File: src/hw/rtl/sipq_pkg.sv
// ---------------------------------------------------------------------------
// Sorted-insert priority queue package
// Sequencer states, result status codes, op codes and order selects shared by the queue unit.
// ---------------------------------------------------------------------------
`default_nettype none

package sipq_pkg;

    typedef enum logic [6:0] {
        S_IDLE   = 7'b0000001,
        S_SCAN   = 7'b0000010,
        S_SHIFT  = 7'b0000100,
        S_PUT    = 7'b0001000,
        S_HEAD   = 7'b0010000,
        S_POP    = 7'b0100000,
        S_RESULT = 7'b1000000
    } state_t;

    typedef enum logic [1:0] {
        ST_OK    = 2'd0,
        ST_FULL  = 2'd1,
        ST_EMPTY = 2'd2
    } status_t;

    localparam logic OP_INSERT = 1'b0;
    localparam logic OP_REMOVE = 1'b1;

    localparam logic ORDER_LARGE_FIRST = 1'b0;
    localparam logic ORDER_SMALL_FIRST = 1'b1;

endpackage

`default_nettype wire

File: src/hw/rtl/sipq_ram.sv
// ---------------------------------------------------------------------------
// Sorted-insert priority queue entry RAM
// Generic single-write, single-read RAM with registered read data.
// ---------------------------------------------------------------------------
`default_nettype none

module sipq_ram #(
    parameter int WIDTH = 32,
    parameter int DEPTH = 16,
    localparam int ADDR_W = (DEPTH > 1) ? $clog2(DEPTH) : 1
) (
    input  wire logic              clk,
    input  wire logic              we,
    input  wire logic [ADDR_W-1:0] waddr,
    input  wire logic [WIDTH-1:0]  wdata,
    input  wire logic [ADDR_W-1:0] raddr,
    output logic      [WIDTH-1:0]  rdata
);

    logic [WIDTH-1:0] mem_reg [DEPTH];
    logic [WIDTH-1:0] rdata_reg;

    always_ff @(posedge clk)
    begin
        if (we)
        begin
            mem_reg[waddr] <= wdata;
        end
        rdata_reg <= mem_reg[raddr];
    end

    assign rdata = rdata_reg;

endmodule

`default_nettype wire

File: src/hw/rtl/sorted_insert_priority_queue_unit.sv
// Insert scans for its position, moves the entries from there one place toward the tail
// and writes the new entry; no entry moves at the tail or in an empty queue.
// Remove reads the head, moving later entries up; full or empty ops go to the result.
// One word in flight: the next word is taken no sooner than its result can be.
// Reset clears the entry count, order select and output valid; RAM contents are kept.
// ---------------------------------------------------------------------------
// Sorted-insert priority queue unit
// Sorted list of key/payload entries in a RAM, insert and remove driven by a
// small sequencer around one shared key comparator.
// ---------------------------------------------------------------------------
`default_nettype none

module sorted_insert_priority_queue_unit #(
    parameter int QUEUE_DEPTH   = 16,
    parameter int KEY_WIDTH     = 16,
    parameter int PAYLOAD_WIDTH = 16,
    localparam int CW  = $clog2(QUEUE_DEPTH + 1),
    localparam int S_W = ((KEY_WIDTH + PAYLOAD_WIDTH + 7) / 8) * 8,
    localparam int M_W = ((KEY_WIDTH + PAYLOAD_WIDTH + CW + 7) / 8) * 8
) (
    input  wire logic                  clk,
    input  wire logic                  rst_n,
    input  wire logic                  cfg_we,
    input  wire logic                  cfg_wdata,    // order_select
    input  wire logic                  s_tvalid,
    output logic                       s_tready,
    input  wire logic [S_W-1:0]        s_tdata,      // item_key, item_payload
    input  wire logic                  s_tuser,      // op
    output logic                       m_tvalid,
    input  wire logic                  m_tready,
    output logic      [M_W-1:0]        m_tdata,      // out_key, out_payload, fill_count
    output sipq_pkg::status_t          m_tuser       // status
);

    import sipq_pkg::*;

    localparam int AW = $clog2(QUEUE_DEPTH);
    localparam int EW = KEY_WIDTH + PAYLOAD_WIDTH;

    state_t                   state_reg, state_next;
    logic                     op_reg, op_next;
    logic [KEY_WIDTH-1:0]     key_reg, key_next;
    logic [PAYLOAD_WIDTH-1:0] pay_reg, pay_next;
    logic [CW-1:0]            count_reg, count_next;
    logic [AW-1:0]            idx_reg, idx_next;
    logic [AW-1:0]            pos_reg, pos_next;
    status_t                  status_reg, status_next;
    logic [KEY_WIDTH-1:0]     rkey_reg, rkey_next;
    logic [PAYLOAD_WIDTH-1:0] rpay_reg, rpay_next;
    logic                     order_reg;
    logic                     m_tvalid_reg, m_tvalid_next;
    logic [M_W-1:0]           m_tdata_reg, m_tdata_next;
    status_t                  m_tuser_reg, m_tuser_next;

    logic                     ram_we;
    logic [AW-1:0]            ram_waddr;
    logic [EW-1:0]            ram_wdata;
    logic [AW-1:0]            ram_raddr;
    logic [EW-1:0]            ram_rdata;

    logic [KEY_WIDTH-1:0]     rd_key;
    logic [PAYLOAD_WIDTH-1:0] rd_pay;
    logic                     ranks_below;
    logic [CW-1:0]            count_m1;
    logic [AW-1:0]            idx_last;
    logic [CW-1:0]            idx_ext_inc;
    logic [AW-1:0]            idx_inc;
    logic                     out_free;
    logic [CW-1:0]            count_new;

    sipq_ram #(
        .WIDTH (EW),
        .DEPTH (QUEUE_DEPTH)
    ) u_entries (
        .clk   (clk),
        .we    (ram_we),
        .waddr (ram_waddr),
        .wdata (ram_wdata),
        .raddr (ram_raddr),
        .rdata (ram_rdata)
    );

    assign rd_key      = ram_rdata[KEY_WIDTH-1:0];
    assign rd_pay      = ram_rdata[EW-1:KEY_WIDTH];
    assign ranks_below = (order_reg == ORDER_LARGE_FIRST) ? (rd_key < key_reg)
                                                          : (rd_key > key_reg);
    assign count_m1    = count_reg - CW'(1);
    assign idx_last    = count_m1[AW-1:0];
    assign idx_ext_inc = CW'(idx_reg) + CW'(1);
    assign idx_inc     = idx_reg + AW'(1);
    assign out_free    = !m_tvalid_reg || m_tready;

    always_comb
    begin
        if (status_reg != ST_OK)
        begin
            count_new = count_reg;
        end
        else if (op_reg == OP_INSERT)
        begin
            count_new = count_reg + CW'(1);
        end
        else
        begin
            count_new = count_m1;
        end
    end

    always_comb
    begin
        state_next    = state_reg;
        op_next       = op_reg;
        key_next      = key_reg;
        pay_next      = pay_reg;
        count_next    = count_reg;
        idx_next      = idx_reg;
        pos_next      = pos_reg;
        status_next   = status_reg;
        rkey_next     = rkey_reg;
        rpay_next     = rpay_reg;
        m_tvalid_next = m_tvalid_reg && !m_tready;
        m_tdata_next  = m_tdata_reg;
        m_tuser_next  = m_tuser_reg;
        ram_we        = 1'b0;
        ram_waddr     = '0;
        ram_wdata     = '0;
        ram_raddr     = '0;

        unique case (state_reg)
            S_IDLE:
            begin
                if (s_tvalid)
                begin
                    op_next     = s_tuser;
                    key_next    = s_tdata[KEY_WIDTH-1:0];
                    pay_next    = s_tdata[EW-1:KEY_WIDTH];
                    status_next = ST_OK;
                    rkey_next   = '0;
                    rpay_next   = '0;
                    idx_next    = '0;
                    pos_next    = '0;
                    if (s_tuser == OP_INSERT)
                    begin
                        if (count_reg == CW'(QUEUE_DEPTH))
                        begin
                            status_next = ST_FULL;
                            state_next  = S_RESULT;
                        end
                        else if (count_reg == '0)
                        begin
                            state_next = S_PUT;
                        end
                        else
                        begin
                            state_next = S_SCAN;
                        end
                    end
                    else
                    begin
                        if (count_reg == '0)
                        begin
                            status_next = ST_EMPTY;
                            state_next  = S_RESULT;
                        end
                        else
                        begin
                            state_next = S_HEAD;
                        end
                    end
                end
            end
            S_SCAN:
            begin
                if (ranks_below)
                begin
                    pos_next   = idx_reg;
                    idx_next   = idx_last;
                    ram_raddr  = idx_last;
                    state_next = S_SHIFT;
                end
                else if (idx_ext_inc == count_reg)
                begin
                    pos_next   = count_reg[AW-1:0];
                    state_next = S_PUT;
                end
                else
                begin
                    idx_next  = idx_inc;
                    ram_raddr = idx_inc;
                end
            end
            S_SHIFT:
            begin
                ram_we    = 1'b1;
                ram_waddr = idx_inc;
                ram_wdata = ram_rdata;
                if (idx_reg == pos_reg)
                begin
                    state_next = S_PUT;
                end
                else
                begin
                    idx_next  = idx_reg - AW'(1);
                    ram_raddr = idx_reg - AW'(1);
                end
            end
            S_PUT:
            begin
                ram_we     = 1'b1;
                ram_waddr  = pos_reg;
                ram_wdata  = {pay_reg, key_reg};
                state_next = S_RESULT;
            end
            S_HEAD:
            begin
                rkey_next = rd_key;
                rpay_next = rd_pay;
                if (count_reg == CW'(1))
                begin
                    state_next = S_RESULT;
                end
                else
                begin
                    idx_next   = AW'(1);
                    ram_raddr  = AW'(1);
                    state_next = S_POP;
                end
            end
            S_POP:
            begin
                ram_we    = 1'b1;
                ram_waddr = idx_reg - AW'(1);
                ram_wdata = ram_rdata;
                if (idx_reg == idx_last)
                begin
                    state_next = S_RESULT;
                end
                else
                begin
                    idx_next  = idx_inc;
                    ram_raddr = idx_inc;
                end
            end
            S_RESULT:
            begin
                if (out_free)
                begin
                    count_next    = count_new;
                    m_tvalid_next = 1'b1;
                    m_tdata_next  = M_W'({count_new, rpay_reg, rkey_reg});
                    m_tuser_next  = status_reg;
                    state_next    = S_IDLE;
                end
            end
            default:
            begin
                state_next = S_IDLE;
            end
        endcase
    end

    always_ff @(posedge clk or negedge rst_n)
    begin
        if (!rst_n)
        begin
            state_reg    <= S_IDLE;
            count_reg    <= '0;
            order_reg    <= ORDER_LARGE_FIRST;
            m_tvalid_reg <= 1'b0;
        end
        else
        begin
            state_reg    <= state_next;
            count_reg    <= count_next;
            m_tvalid_reg <= m_tvalid_next;
            if (cfg_we)
            begin
                order_reg <= cfg_wdata;
            end
        end
    end

    always_ff @(posedge clk)
    begin
        op_reg      <= op_next;
        key_reg     <= key_next;
        pay_reg     <= pay_next;
        idx_reg     <= idx_next;
        pos_reg     <= pos_next;
        status_reg  <= status_next;
        rkey_reg    <= rkey_next;
        rpay_reg    <= rpay_next;
        m_tdata_reg <= m_tdata_next;
        m_tuser_reg <= m_tuser_next;
    end

    assign s_tready = (state_reg == S_IDLE);
    assign m_tvalid = m_tvalid_reg;
    assign m_tdata  = m_tdata_reg;
    assign m_tuser  = m_tuser_reg;

    a_count_bound: assert property (@(posedge clk) disable iff (!rst_n)
        count_reg <= CW'(QUEUE_DEPTH))
        else $error("entry count beyond queue depth");

    a_no_write_outside_work: assert property (@(posedge clk) disable iff (!rst_n)
        (state_reg == S_IDLE || state_reg == S_RESULT) |-> !ram_we)
        else $error("entry RAM written outside insert or remove work");

    a_shift_above_pos: assert property (@(posedge clk) disable iff (!rst_n)
        (state_reg == S_SHIFT) |-> (idx_reg >= pos_reg))
        else $error("shift index passed insert position");

    a_full_only_when_full: assert property (@(posedge clk) disable iff (!rst_n)
        (state_reg == S_RESULT && status_reg == ST_FULL) |-> (count_reg == CW'(QUEUE_DEPTH)))
        else $error("full status with free entries");

    a_fill_matches_count: assert property (@(posedge clk) disable iff (!rst_n)
        (state_reg == S_RESULT && out_free) |=>
            (m_tvalid_reg && m_tdata_reg[EW+CW-1:EW] == count_reg))
        else $error("reported fill count differs from held entries");

endmodule

`default_nettype wire
File: config.mk
export PLATFORM = sky130hd
export DESIGN_NAME = sorted_insert_priority_queue_unit
export DESIGN_NICKNAME = d
export VERILOG_FILES = /design/src/hw/rtl/sipq_pkg.sv /design/src/hw/rtl/sipq_ram.sv /design/src/hw/rtl/sorted_insert_priority_queue_unit.sv
export SDC_FILE = /design/constraint.sdc
export NUM_CORES = 1
export LEC_CHECK = 0
export BUFFER_PORTS_ARGS = -buffer_cell sky130_fd_sc_hd__buf_2
export CELL_PAD_IN_SITES_DETAIL_PLACEMENT = 1
export CELL_PAD_IN_SITES_GLOBAL_PLACEMENT = 1
export CORE_MARGIN = 2
export CORE_UTILIZATION = 58
export DETAILED_ROUTE_END_ITERATION = 6
export PLACE_DENSITY = 0.88
export SLEW_MARGIN = 20
export SYNTH_ARGS = -nofsm -noshare
export SYNTH_HDL_FRONTEND = slang
export SYNTH_HIERARCHICAL = 1
export SYNTH_SLANG_ARGS = --single-unit
File: constraint.sdc
create_clock -name clk -period 10.86 [get_ports clk]
set_input_delay 2.172 -clock clk [delete_from_list [all_inputs] [get_ports clk]]
set_output_delay 2.172 -clock clk [all_outputs]
set_load 0.05 [all_outputs]
### Yosys cells after proc, flatten, opt, wreduce, memory -nomap -nowiden

Memories as Yosys holds them, arrays and structs flattened. A register that Yosys moved wholly into a read port is not among the register bits.
Cells that the tools add are included.

* flip-flop bits (word level): 128
* latch bits: 0
* RAM bits: 512
* memory bits (read-only): 0
* output and inout bits: 44
* memories kept: 1

Memory list
* u_entries.mem_reg: depth 16, width 32, read ports 1, clocked after Yosys merged registers in 1, write ports 1, line sipq_ram.sv:20 `logic [WIDTH-1:0] mem_reg [DEPTH];`

* add/sub/neg operators: 5
* multiply operators: 0
* divide/modulo/power cells: 0
* magnitude comparators: 2
* equal/unequal tests: 21
* shift-type cells: 0
* multiplexer cells: 44
* bitwise operators: 0
* reductions and logical operators: 17

Operators by type and width (number)
* 7-bit two-way mux: 10
* 16-bit case mux with 2 select lines: 2
* 32-bit case mux with 2 select lines: 1
* 4-bit two-way mux: 13
* 7-bit case mux with 7 select lines: 1
* 4-bit case mux with 5 select lines: 1
* 16-bit greater-than comparator: 1
* 16-bit < comparator: 1
* 16-bit two-way mux: 1
* 4-bit case mux with 4 select lines: 1
* 2-bit inequality test (second input constant): 7
* 4-bit case mux with 3 select lines: 1
* 5-bit two-way mux: 2
* 4-bit == test: 2
* 1-bit two-way mux: 8
* 4-bit case mux with 2 select lines: 1
* 7-bit by 1-bit == test with 1-bit output (second input constant): 1
* 7-bit by 2-bit == test with 1-bit output (second input constant): 1
* 7-bit by 3-bit == test with 1-bit output (second input constant): 1
* 7-bit by 4-bit == test with 1-bit output (second input constant): 1
* 7-bit by 5-bit == test with 1-bit output (second input constant): 1
* 7-bit by 6-bit == test with 1-bit output (second input constant): 1
* 7-bit == test (second input constant): 1
* 3-bit inequality test (second input constant): 2
* other kinds (21): 27

### Logic depth before layout (Yosys ltp)

* word-level depth: 6
* depth in mapped cells: 14

### By module

The synthesis kept the hierarchy.

By module, submodules not included
* sipq_ram: instances 1, cells each 838, area an instance 19835.3 um^2
* sorted_insert_priority_queue_unit: instances 1, cells each 486, area an instance 6262.3 um^2

### Least setup slack after synthesis

OpenSTA, ideal clock, no wires.

* path kind: reg-to-reg
* from: register state_reg[0]
* to: memory u_entries.mem_reg[0][0] (enable)
* library setup time: 0.461 ns
* arrival time: 4.392 ns
* data required time: 10.399 ns
* path slack: 6.007 ns
* stages on the path, launching flop included: 9
* path buffers: 2
* path through: dfstp_2 > clkbuf_1 > nor4_1 > and3_1 > clkbuf_1 > a221o_1 > a22o_1 > or3b_2 > nor3_1

* elaborated cells on any way between the ends: 8

RTL lines
* start, declared: line sorted_insert_priority_queue_unit.sv:40 `state_t state_reg, state_next;`
* start signal, assigned: line sorted_insert_priority_queue_unit.sv:273 `state_reg <= state_next;`
* 7-bit by 6-bit == test with 1-bit output, or another cell as far along: line sorted_insert_priority_queue_unit.sv:129 `unique case (state_reg)`
* 4-bit case mux with 3 select lines (*): line sorted_insert_priority_queue_unit.sv:129
* via ram_waddr[2]: line sorted_insert_priority_queue_unit.sv:56 `logic [AW-1:0] ram_waddr;`
* end, declared: line sipq_ram.sv:20

The timed path passes the listed nets; every way through them passes the cells marked *.

### Final worst setup path

* from: register key_reg[15]
* to: register u_entries.rdata_reg[8] (netlist: u_entries/rdata[8]) (read register of u_entries.mem_reg)

* word-level cells in the longest chain between the ends: 4
* elaborated cells on any way between the ends: 5

Ends and longest elaborated chain
* start, declared: line sorted_insert_priority_queue_unit.sv:42 `logic [KEY_WIDTH-1:0] key_reg, key_next;`
* start signal, assigned: line sorted_insert_priority_queue_unit.sv:286 `key_reg <= key_next;`
* 16-bit < comparator or 16-bit greater-than comparator (tied branches): line sorted_insert_priority_queue_unit.sv:85, sorted_insert_priority_queue_unit.sv:86
* 1-bit two-way mux (*): line sorted_insert_priority_queue_unit.sv:85 `assign ranks_below = (order_reg == ORDER_LARGE_FIRST) ? (rd_key < key_reg)`
* 4-bit two-way mux (*): line sorted_insert_priority_queue_unit.sv:174 `if (ranks_below)`
* 4-bit case mux with 4 select lines (*): line sorted_insert_priority_queue_unit.sv:129
* via ram_raddr[1]: line sorted_insert_priority_queue_unit.sv:58 `logic [AW-1:0] ram_raddr;`
* end, declared: line sipq_ram.sv:21 `logic [WIDTH-1:0] rdata_reg;`

Marked as above.
A chain may end at the register's enable or synchronous reset.

==> metrics.txt <==
number of resized instances in the post-cts repair step=0; reported max-cap violation count=0; Pwr Total=7.488 mW; leading register cell type out of synthesis=edfxtp_1; vias in the first global route=15,050; number of synthesized register bits=672; EDFF count, synth=626; Final Wtd Congestion=0.8328; Synthesis Warnings=6; endpoint kind of the worst setup timing path=flip-flop; Sum Neg Setup Slack=0 ps; Largest register FFs=512; number of max-slew violations in the final report=0; routed via count divided by cell count=6.840; clock-pin transition on the worst setup and hold timing paths=60 ps; Seq/Total Area, Yosys=75.83%; violation count after the first detailed-routing iteration=1,814; Data required, critical path=11,310 ps; number of buffers between clock root and the deepest sink=3; final hold violations=0; Area growth, synth to finish=12.78%; PD cells=254.4 mW/mm²; ports placed on the boundary=83; antenna violations before repair=1; wire length of the first global-routing pass=104,000 µm; worst slew pin tran=1044 ps; cell area after technology mapping=0.02610 mm²; height of the chip=216.1 µm; worst skew pair latency=620 ps; status=finished clean; Area after DPL=0.02729 mm²; first-pass detailed-route iteration total=6; Port Buffers=79; Async S/R FF share, synth=2.083%; Clock Skews=38.18 ps; number of buffers added by the clock tree synthesis step=66; worst-path maximum fanout=68; clock tree root driver cell=clkbuf_16; most frequent cells in the layout=626 x edfxtp_1, 128 x mux4_2, 79 x buf_2, 67 x clkbuf_16, 65 x a22oi_1; commonest non-fill, non-tap cell in the layout=edfxtp_1; final-report setup violation count=0; overall routing resource usage=31.25%; leakage component of the power=10.05 nW; die area=0.04671 mm²; worst min path class=reg -> reg; Core Util, Final=66.41%; met1 usage in global routing=40.93%; number of clock sinks seen by CTS=672; final critical delay including setup and external delays=5430 ps; maximum number of pins on one net before global-route repair=69; final clock period utilization by the worst path=50.00%; number of H-tree levels=3; total wirelength of the detailed-routed design=70,850 µm; unrepaired setup endpoints after global routing=no; Final ANT Viol Nets=0; area inside the core boundary=0.04432 mm²; Setup WS post-layout=5430 ps; count of standard-cell rows=77; GRT Residual Overflow=0; detailed placer's ending HPWL=36,180 µm; post-route cell area=0.02943 mm²; busiest layer in global routing=met2; cell count after synthesis=1,324; kind of critical path=reg -> reg; Max Freq=0.1842 GHz; setup bufs post-CTS=0; worst slack at placement=5384 ps; Starting Density=58.89%; final routed wire length divided by cell count=34.14 µm; worst ir drop on vdd=0.1976 mV; max-slew headroom at the worst pin=30.42%; Synth Area per Inst=19.71 µm²; clock tree from TritonCTS=built; Total Nets Final=1,492; DRC errors left=0; startpoint kind of the worst setup timing path=flip-flop; width of the die=216.1 µm; Arrival @ worst endpoint=5880 ps; count of cell types in the netlist=71; hold bufs inserted after CTS=0; Vias=14,190; fraction of layout instances using a drive strength above 1=25.71%; GRT met2 Usage=52.38%; grt met3 use=5.544%
==> metal layers <==
metal  share of wire, %  wire, µm
met1                 36     25710
met2                 51     36020
met3                8.9      6330
met4                3.9      2788
met5                  0         0
==> report_power, final <==
group	switching [mW]	leakage, nW	internal (mW)	total (mW)
sequential	0.213	6.57	3.24	3.46
clock	0.996	1.04	1.29	2.29
combinational	1.14	2.45	0.607	1.74
total	2.35	10.0	5.14	7.49
==> per-stage QoR <==
step,cells,hold WS (ps)
final,2075,413.9
after global routing,2074,419.9
after CTS,2074,418.6
after detailed placement,1955,406.3
after global placement,1955,402.4
after floorplan,1326,400.3
==> critical path, stage by stage, from the launching register on <==
cell and delay (ps):
edfxtp_1 390, inv_1 60, ha_1 310, nand4_2 170, or4_4 590, a21o_1 230
a31oi_2 520, o21ai_2 190, o311ai_4 110, buf_4 770, buf_4 950, mux4_2 420
a22oi_1 320, nand2_1 170
==> Yosys cell counts, types with 4 or more instances <==
cell      count  area, µm²
a21oi_1      12      60.06
a22o_1       34      297.8
a22oi_1      65      488.0
and2_1       33      206.5
buf_1        10      37.54
buf_2        18      90.09
buf_4        14      105.1
clkbuf_1     30      112.6
dfrtp_1      13      325.3
dfxtp_1      32      640.6
edfxtp_1    626      18800
ha_1         22      275.3
inv_1        26      97.59
mux4_2      128       2883
nand2_1      58      217.7
nand2b_1      6      37.54
nand3_1      12      60.06
nand4_1       4      25.02
nor2_1       33      123.9
nor2b_1       6      37.54
nor3_1       12      60.06
nor4_1        5      31.28
o211ai_1      5      37.54
o21ai_0      13      65.06
o21ai_1       7      35.03
o221ai_1      4      35.03
o311ai_1      4      35.03
or3_1         4      25.02
xnor2_1      17      148.9
xor2_1        8      70.07
==> logic make-up (layout without fill, tap and decap cells) <==
kind of cell | after synthesis | count (layout) | share of synthesized area [%]
AOI/OAI and AO/OA | 172 | 172 | 5.048
xor gates and xnor gates | 27 | 27 | 0.9876
adders and majority gates | 22 | 22 | 1.055
buffers and inverters | 99 | 255 | 1.740
DFF | 672 | 672 | 75.83
muxes | 132 | 132 | 11.21
other | 1 | 4 | 0.01437
and+or+nand+nor | 199 | 199 | 4.109
==> final cells by class <==
type	instances	area, µm²
multi-input cells	555	6048
clock buffers	86	1788
inverters	26	98.84
clock inverters	33	331.6
diodes	1	2.502
repair buffers	110	631.9
flip-flops and latches	672	19790
well taps	592	740.7
fillers	3627	14890
==> path summary, 6_finish.rpt <==
| kind | startpoint | endpoint | slack (ps) | depth (start not counted) |
|---|---|---|---|---|
| worst max-delay path | key_reg[15] | u_entries/rdata[8] | 5430 | 13 |
| worst min-delay path | rpay_reg[2] | m_tdata[18] | 410 | 0 |
| worst max register to register | key_reg[15] | u_entries/rdata[8] | 5430 | 13 |
| worst min register to register | rpay_reg[2] | m_tdata[18] | 410 | 0 |
| max in group asynchronous | rst_n | state_reg[0] | 9070 | 1 |
| min in group asynchronous | rst_n | state_reg[3] | 1490 | 1 |
Note: power is estimated with default switching activity, not from simulation.
